--- src/design/blstk_pkg.sv ---
// ----------------------------------------------------------------------------
// blstk_pkg
// shared types, sizes and helpers of the bounded lifo stack with search
// ----------------------------------------------------------------------------
package blstk_pkg;

    localparam int STACK_DEPTH = 64;
    localparam int WORD_BITS   = 32;
    localparam int ADDR_W      = $clog2(STACK_DEPTH);
    localparam int CNT_W       = $clog2(STACK_DEPTH + 1);
    localparam int OP_W        = 3;
    localparam int STATUS_W    = 2;
    localparam int CAP_RESET   = 64;

    typedef enum logic [OP_W-1:0] {
        OP_PUSH   = 3'd0,
        OP_POP    = 3'd1,
        OP_PEEK   = 3'd2,
        OP_CLEAR  = 3'd3,
        OP_SEARCH = 3'd4
    } op_t;

    typedef enum logic [STATUS_W-1:0] {
        STS_OK        = 2'd0,
        STS_FULL      = 2'd1,
        STS_EMPTY     = 2'd2,
        STS_NOT_FOUND = 2'd3
    } status_t;

    typedef enum logic [1:0] {
        ST_IDLE,
        ST_READ,
        ST_SEARCH,
        ST_HOLD
    } state_t;

    typedef struct packed {
        logic                        full;
        logic                        empty;
        logic [CNT_W-1:0]            count;
        logic [ADDR_W-1:0]           index;
        logic signed [WORD_BITS-1:0] data;
        status_t                     status;
    } result_t;

    function automatic result_t make_result(
        input status_t                     sts,
        input logic signed [WORD_BITS-1:0] data,
        input logic [ADDR_W-1:0]           index,
        input logic [CNT_W-1:0]            count,
        input logic [CNT_W-1:0]            cap
    );
        result_t r;
        r.status = sts;
        r.data   = data;
        r.index  = index;
        r.count  = count;
        r.empty  = (count == '0);
        r.full   = (count >= cap);
        return r;
    endfunction

endpackage

--- src/design/blstk_ram.sv ---
// ----------------------------------------------------------------------------
// blstk_ram
// generic simple dual-port ram, one write port, one registered read port
// ----------------------------------------------------------------------------
module blstk_ram #(
    parameter int WIDTH = 32,
    parameter int DEPTH = 64
) (
    input  logic                     aclk,
    input  logic                     wr_en,
    input  logic [$clog2(DEPTH)-1:0] wr_addr,
    input  logic [WIDTH-1:0]         wr_data,
    input  logic                     rd_en,
    input  logic [$clog2(DEPTH)-1:0] rd_addr,
    output logic [WIDTH-1:0]         rd_data
);

    logic [WIDTH-1:0] mem [DEPTH];
    logic [WIDTH-1:0] rd_data_reg;

    always_ff @(posedge aclk) begin
        if (wr_en) begin
            mem[wr_addr] <= wr_data;
        end
        if (rd_en) begin
            rd_data_reg <= mem[rd_addr];
        end
    end

    assign rd_data = rd_data_reg;

endmodule

--- src/design/bounded_lifo_stack_with_search.sv ---
// push, clear, unused codes, failed pop/peek/push and search on empty stack: result goes
// to the output register (hold register if busy); pop and peek: one registered ram read first
// search: one ram read per entry, top down, until a hit or the bottom entry is read;
//   one item is in work at a time
// output register frees the input side while a result waits for m_tready
// synchronous active-low reset clears count, capacity (to 64) and control; ram is not cleared
// ----------------------------------------------------------------------------
// bounded_lifo_stack_with_search
// lifo stack of signed words in a ram with push, pop, peek, clear and top-down search
// ----------------------------------------------------------------------------
module bounded_lifo_stack_with_search (
    input  logic                            aclk,
    input  logic                            aresetn,
    input  logic                            cfg_wr_en,
    input  logic [blstk_pkg::CNT_W-1:0]     cfg_wr_data,  // capacity_limit
    input  logic                            s_tvalid,
    output logic                            s_tready,
    input  logic [blstk_pkg::WORD_BITS-1:0] s_tdata,      // data_value
    input  logic [blstk_pkg::OP_W-1:0]      s_tuser,      // operation
    output logic                            m_tvalid,
    input  logic                            m_tready,
    // data_out[31:0], found_index[37:32], entry_count[44:38], is_empty[45],
    // is_full[46], zero[47]
    output logic [47:0]                     m_tdata,
    output logic [blstk_pkg::STATUS_W-1:0]  m_tuser       // status
);

    localparam int AW = blstk_pkg::ADDR_W;
    localparam int CW = blstk_pkg::CNT_W;
    localparam int WB = blstk_pkg::WORD_BITS;

    blstk_pkg::state_t  state_reg, state_next;
    logic [CW-1:0]      count_reg, count_next;
    logic [CW-1:0]      capacity_reg;
    logic [CW-1:0]      cap;
    logic [AW-1:0]      ptr_reg, ptr_next;
    logic signed [WB-1:0] key_reg, key_next;
    blstk_pkg::result_t res_c, hold_reg, out_reg;
    logic               m_tvalid_reg;
    logic               fin;
    logic               out_free;
    logic               s_acc;
    logic               wr_en;
    logic               rd_en;
    logic [AW-1:0]      rd_addr;
    logic [WB-1:0]      rd_data;
    blstk_pkg::op_t     op;

    assign cap      = (capacity_reg > CW'(blstk_pkg::STACK_DEPTH)) ?
                      CW'(blstk_pkg::STACK_DEPTH) : capacity_reg;
    assign out_free = !m_tvalid_reg || m_tready;
    assign s_tready = (state_reg == blstk_pkg::ST_IDLE);
    assign s_acc    = s_tvalid && s_tready;
    assign op       = blstk_pkg::op_t'(s_tuser);
    assign rd_addr  = (state_reg == blstk_pkg::ST_IDLE) ? AW'(count_reg - CW'(1))
                                                        : (ptr_reg - AW'(1));

    blstk_ram #(
        .WIDTH (WB),
        .DEPTH (blstk_pkg::STACK_DEPTH)
    ) u_ram (
        .aclk    (aclk),
        .wr_en   (wr_en),
        .wr_addr (count_reg[AW-1:0]),
        .wr_data (s_tdata),
        .rd_en   (rd_en),
        .rd_addr (rd_addr),
        .rd_data (rd_data)
    );

    // datapath and ram control
    always_comb begin
        fin        = 1'b0;
        count_next = count_reg;
        ptr_next   = ptr_reg;
        key_next   = key_reg;
        wr_en      = 1'b0;
        rd_en      = 1'b0;
        res_c      = blstk_pkg::make_result(blstk_pkg::STS_OK, '0, '0, count_reg, cap);
        case (state_reg)
            blstk_pkg::ST_IDLE: begin
                if (s_acc) begin
                    case (op)
                        blstk_pkg::OP_PUSH: begin
                            fin = 1'b1;
                            if (count_reg >= cap) begin
                                res_c = blstk_pkg::make_result(blstk_pkg::STS_FULL, '0, '0,
                                                               count_reg, cap);
                            end else begin
                                wr_en      = 1'b1;
                                count_next = count_reg + CW'(1);
                                res_c      = blstk_pkg::make_result(blstk_pkg::STS_OK, '0,
                                                                    '0, count_next, cap);
                            end
                        end
                        blstk_pkg::OP_POP: begin
                            if (count_reg == '0) begin
                                fin   = 1'b1;
                                res_c = blstk_pkg::make_result(blstk_pkg::STS_EMPTY, '0, '0,
                                                               count_reg, cap);
                            end else begin
                                rd_en      = 1'b1;
                                count_next = count_reg - CW'(1);
                            end
                        end
                        blstk_pkg::OP_PEEK: begin
                            if (count_reg == '0) begin
                                fin   = 1'b1;
                                res_c = blstk_pkg::make_result(blstk_pkg::STS_EMPTY, '0, '0,
                                                               count_reg, cap);
                            end else begin
                                rd_en = 1'b1;
                            end
                        end
                        blstk_pkg::OP_CLEAR: begin
                            fin        = 1'b1;
                            count_next = '0;
                            res_c      = blstk_pkg::make_result(blstk_pkg::STS_OK, '0, '0,
                                                                '0, cap);
                        end
                        blstk_pkg::OP_SEARCH: begin
                            if (count_reg == '0) begin
                                fin   = 1'b1;
                                res_c = blstk_pkg::make_result(blstk_pkg::STS_NOT_FOUND, '0,
                                                               '0, count_reg, cap);
                            end else begin
                                rd_en    = 1'b1;
                                key_next = s_tdata;
                                ptr_next = AW'(count_reg - CW'(1));
                            end
                        end
                        default: begin
                            fin = 1'b1;
                        end
                    endcase
                end
            end
            blstk_pkg::ST_READ: begin
                fin   = 1'b1;
                res_c = blstk_pkg::make_result(blstk_pkg::STS_OK, rd_data, '0, count_reg, cap);
            end
            blstk_pkg::ST_SEARCH: begin
                if (rd_data == key_reg) begin
                    fin   = 1'b1;
                    res_c = blstk_pkg::make_result(blstk_pkg::STS_OK, '0, ptr_reg,
                                                   count_reg, cap);
                end else if (ptr_reg == '0) begin
                    fin   = 1'b1;
                    res_c = blstk_pkg::make_result(blstk_pkg::STS_NOT_FOUND, '0, '0,
                                                   count_reg, cap);
                end else begin
                    rd_en    = 1'b1;
                    ptr_next = ptr_reg - AW'(1);
                end
            end
            blstk_pkg::ST_HOLD: begin
            end
            default: begin
            end
        endcase
    end

    // next state
    always_comb begin
        state_next = state_reg;
        case (state_reg)
            blstk_pkg::ST_IDLE: begin
                if (rd_en) begin
                    state_next = (op == blstk_pkg::OP_SEARCH) ? blstk_pkg::ST_SEARCH
                                                              : blstk_pkg::ST_READ;
                end else if (fin && !out_free) begin
                    state_next = blstk_pkg::ST_HOLD;
                end
            end
            blstk_pkg::ST_READ, blstk_pkg::ST_SEARCH: begin
                if (fin) begin
                    state_next = out_free ? blstk_pkg::ST_IDLE : blstk_pkg::ST_HOLD;
                end
            end
            blstk_pkg::ST_HOLD: begin
                if (out_free) begin
                    state_next = blstk_pkg::ST_IDLE;
                end
            end
            default: begin
                state_next = blstk_pkg::ST_IDLE;
            end
        endcase
    end

    always_ff @(posedge aclk) begin
        if (!aresetn) begin
            state_reg    <= blstk_pkg::ST_IDLE;
            count_reg    <= '0;
            capacity_reg <= CW'(blstk_pkg::CAP_RESET);
            m_tvalid_reg <= 1'b0;
        end else begin
            state_reg <= state_next;
            count_reg <= count_next;
            if (cfg_wr_en) begin
                capacity_reg <= cfg_wr_data;
            end
            if (fin && out_free) begin
                m_tvalid_reg <= 1'b1;
            end else if (state_reg == blstk_pkg::ST_HOLD && out_free) begin
                m_tvalid_reg <= 1'b1;
            end else if (m_tready) begin
                m_tvalid_reg <= 1'b0;
            end
        end
    end

    always_ff @(posedge aclk) begin
        ptr_reg <= ptr_next;
        key_reg <= key_next;
        if (fin && !out_free) begin
            hold_reg <= res_c;
        end
        if (fin && out_free) begin
            out_reg <= res_c;
        end else if (state_reg == blstk_pkg::ST_HOLD && out_free) begin
            out_reg <= hold_reg;
        end
    end

    assign m_tvalid = m_tvalid_reg;
    assign m_tuser  = out_reg.status;
    assign m_tdata  = {1'b0, out_reg.full, out_reg.empty, out_reg.count,
                       out_reg.index, out_reg.data};

    a_count_bound: assert property (@(posedge aclk) disable iff (!aresetn)
        count_reg <= CW'(blstk_pkg::STACK_DEPTH))
        else $error("stack count beyond depth");

    a_full_push_keeps_count: assert property (@(posedge aclk) disable iff (!aresetn)
        (s_acc && op == blstk_pkg::OP_PUSH && count_reg >= cap)
        |=> count_reg == $past(count_reg))
        else $error("push on full stack changed count");

    a_search_ptr_in_range: assert property (@(posedge aclk) disable iff (!aresetn)
        (state_reg == blstk_pkg::ST_SEARCH) |-> (CW'(ptr_reg) < count_reg))
        else $error("search pointer above top of stack");

    a_flags_match_count: assert property (@(posedge aclk) disable iff (!aresetn)
        m_tvalid_reg |-> (out_reg.empty == (out_reg.count == '0)))
        else $error("empty flag disagrees with count");

    a_busy_blocks_input: assert property (@(posedge aclk) disable iff (!aresetn)
        (s_acc && rd_en) |=> !s_tready)
        else $error("input taken while a ram read is in flight");

endmodule
--- config.mk ---
export PLATFORM = sky130hd
export DESIGN_NAME = bounded_lifo_stack_with_search
export DESIGN_NICKNAME = d
export VERILOG_FILES = /design/src/design/blstk_pkg.sv /design/src/design/blstk_ram.sv /design/src/design/bounded_lifo_stack_with_search.sv
export SDC_FILE = /design/constraint.sdc
export NUM_CORES = 2
export LEC_CHECK = 0
export BUFFER_PORTS_ARGS = -buffer_cell sky130_fd_sc_hd__buf_2
export CAP_MARGIN = 20
export CORE_AREA = 2 2 445 447
export DETAILED_ROUTE_END_ITERATION = 12
export DIE_AREA = 0 0 447 449
export PLACE_DENSITY_LB_ADDON = 0.3
export RECOVER_POWER = 25
export SLEW_MARGIN = 20
export SYNTH_ARGS = -nofsm -noshare
export SYNTH_HDL_FRONTEND = slang
export SYNTH_SLANG_ARGS = --single-unit
--- constraint.sdc ---
create_clock -name aclk -period 7.18 [get_ports aclk]
set_input_delay 1.436 -clock aclk [delete_from_list [all_inputs] [get_ports aclk]]
set_output_delay 1.436 -clock aclk [all_outputs]
set_load 0.05 [all_outputs]
==> flow_summary_export.csv <==
group,metric,value,unit
route,drt_iter0_markers,4655,
route,post_drt_wl_per_cell,31.1,µm
timing,fin_crit,5.28,ns
placement,hpwl,124,mm
synthesis,ys_seq_elements,2233,
pwr,netSwitchingFraction,0.323,
outcome,outcome,"complete, but fails checks",
pwr,irDropWorstVdd,300,µV
clocking,htreeDepth,4,
global_route,grt_overflow,0,
floorplanning,start_util,0.446,
placement,port_buffers,97,
timing,slew_headroom,-1.74,
pwr,power_frac_comb,0.318,
pwr,power.switching,0.0122,W
synthesis,yosys.area_share.adder,0.00329,
timing,drv_slew,1673,
route,vias_per_cell,5.85,
global_route,grt_pass1_vias,40800,
finish,final_cell_mix,"edfxtp_1 (2216), mux4_2 (512), mux2i_1 (495)",
timing,finalCritPeriodShare,0.736,
finish,mostFrequentLayoutCell,"edfxtp_1",
setup_path,arrival,5.72,ns
synthesis,yosys.area_share.simple,0.0154,
timing,worstMarginPinSlew,4.11,ns
route,firstDrtPassIters,5,
clocking,clock_latency,0.86,ns
clocking,postCtsHoldBufs,0,
route,ant_nets,0,
synthesis,synthMuxAreaShare,0.194,
finish,area_delta_synth_final,13.0,%
clocking,clockBufferDepth,3,
route,vias,40700,
floorplanning,core,196000,µm²
route,wl,217,mm
clocking,clkTransAtPathRegs,0.07,ns
clocking,cts_buffers,214,
clocking,cts_resized,0,
global_route,grt_start_max_net_pins,85,
global_route,grt_use_total,0.215,
synthesis,synth_top_area_frac,0.760,
synthesis,async_flop_share,0,
clocking,root_buffer,"clkbuf_16",
synthesis,synth_top_area_cell,"edfxtp_1",
clocking,clkSinkCount,2233,
floorplanning,die_w,447,µm
pwr,seqPwrFrac,0.394,
timing,final.setup.worst_slack,1.90,ns
outcome,failed_checks,"max-capacitance violations, max-slew violations",
placement,dpl_worst_slack,2.04,ns
synthesis,yosys-top-cells-area,"edfxtp_1 (76%), mux4_2 (13%), mux2i_1 (5.7%), buf_2 (0.70%), mux2_2 (0.41%)",
timing,clock_skew,0.0408,ns
timing,tns,0,ns
placement,routabilityCongestion,0.815,
synthesis,synth_nets,3986,
synthesis,synthCells,3916,
setup_path,required,7.62,ns
timing,fin_hold_ws,0.521,ns
route,route.detailed.drc,0,
pwr,intPower,0.0257,W
finish,nNetsFinal,4211,
finish,drive_gt1_frac,0.262,
setup_path,cp-end-kind,"register",
global_route,antenna_found_initial,8,
pwr,p_clk_frac,0.288,
synthesis,synth_top_family_by_area,"multiplexers",
floorplanning,die_h,449,µm
setup_path,start_kind,"register",
pwr,cellPowerDensity,383,nW/µm²
synthesis,synth_compound_area_frac,0.00588,
setup_path,cp_max_fo,32,
synthesis,avgSynthCellArea,22.4,µm²
pwr,leakage,32.2,nW
synthesis,synth-xor-area-share,0.00460,
clocking,tritoncts,"done",
job,maxCapViolCount,26,
floorplanning,die_area,201000,µm²
synthesis,netlist_area,87600,µm²
synthesis,ys_dominant_reg_cell,"edfxtp_1",
timing,rsz0062_at_grt,"no",
timing,fmax,189,MHz
synthesis,ys_warn_count,0,
floorplanning,ios,99,
floorplanning,rows,163,
clocking,postCtsSetupBuffers,0,
timing,setup_violations,0,
setup_path,crit_type,"reg -> reg",
finish,largest_register_ffs,2048,
synthesis,synth_edf_count,2216,
global_route,grt_pass1_wl,307,mm
synthesis,synth_cell_types,71,
synthesis,yosysSeqAreaShare,0.764,
hold_path,hold_class,"reg -> reg",
timing,hold_viol,0,
==> worst max-delay path: stages (launching register included) <==
cell and delay, ns:
dfxtp_1 0.67, inv_1 0.27, ha_1 0.36, nand2b_1 0.14, a21o_1 0.18, a21oi_1 0.18
o21ai_1 0.31, nor3_1 0.85, nand3_1 0.79, nor2_4 1.08
==> Yosys cell counts (all sizes together) (18+ instances only) <==
cell	instances
clkbuf	39
buf	168
and2	33
nor3	21
mux2i	499
inv	18
mux4	512
nor2	90
edfxtp	2216
ha	23
nand2	43
mux2	41
xor2	37
==> power groups by stage <==
stage | sequential (W) | clock [W] | combinational (W)
6_report | 0.0149 | 0.0109 | 0.0121
5_1_grt | 0.0149 | 0.0116 | 0.0126
4_1_cts | 0.0149 | 0.0111 | 0.0122
3_5_place_dp | 0.0152 | 0 | 0.0122
3_3_place_gp | 0.0152 | 0 | 0.0121
2_1_floorplan | 0.0154 | 0 | 0.00760
==> cell type report <==
type | instances | area, µm²
fillers | 15500 | 97200
flip-flops and latches | 2233 | 66900
multi-input cells | 1457 | 20100
clock buffers | 262 | 5580
well taps | 2640 | 3300
repair buffers | 216 | 1880
clock inverters | 129 | 1160
inverters | 19 | 71.3
diodes | 3 | 7.51
==> final timing paths <==
path                startpoint           endpoint  slack [ns]  depth (start not counted)
hold reg to reg   state_reg[0]       state_reg[0]        0.52                          2
setup reg to reg  count_reg[0]  u_ram.mem[35][20]        1.90                          9
setup / recovery  count_reg[0]  u_ram.mem[35][20]        1.90                          9
hold / removal    state_reg[0]       state_reg[0]        0.52                          2
==> logic make-up (layout without fill, tap and decap cells) <==
logic type      Yosys count  after routing
xor+xnor                 46             46
simple gates            264            264
mux                    1052           1052
compound gates           71             71
buf+inv                 226            626
flops                  2233           2233
other cells               1              4
fa+ha+maj                23             23
==> per-layer routing <==
layer / wire, µm / track usage / vias to the layer above / share of wire
li1: - / - / 16800 / -
met1: 90900 / 0.316 / 21900 / 0.42
met2: 103000 / 0.335 / 1679 / 0.48
met3: 17300 / 0.0403 / 257 / 0.080
met4: 5200 / 0.0561 / 2 / 0.024
met5: 13 / 0 / - / 0.000060
==> stage by stage <==
stage	utilization	instance area [µm²]	cells	power (W)
2_1_floorplan	-	87600	3916	0.0230
3_3_place_gp	0.468	91800	6538	0.0273
3_5_place_dp	0.470	92100	6553	0.0273
4_1_cts	0.504	98900	6944	0.0382
5_1_grt	0.505	99000	6957	0.0392
6_report	0.505	99000	6959	0.0379
Power figures use the tool's default switching activity.
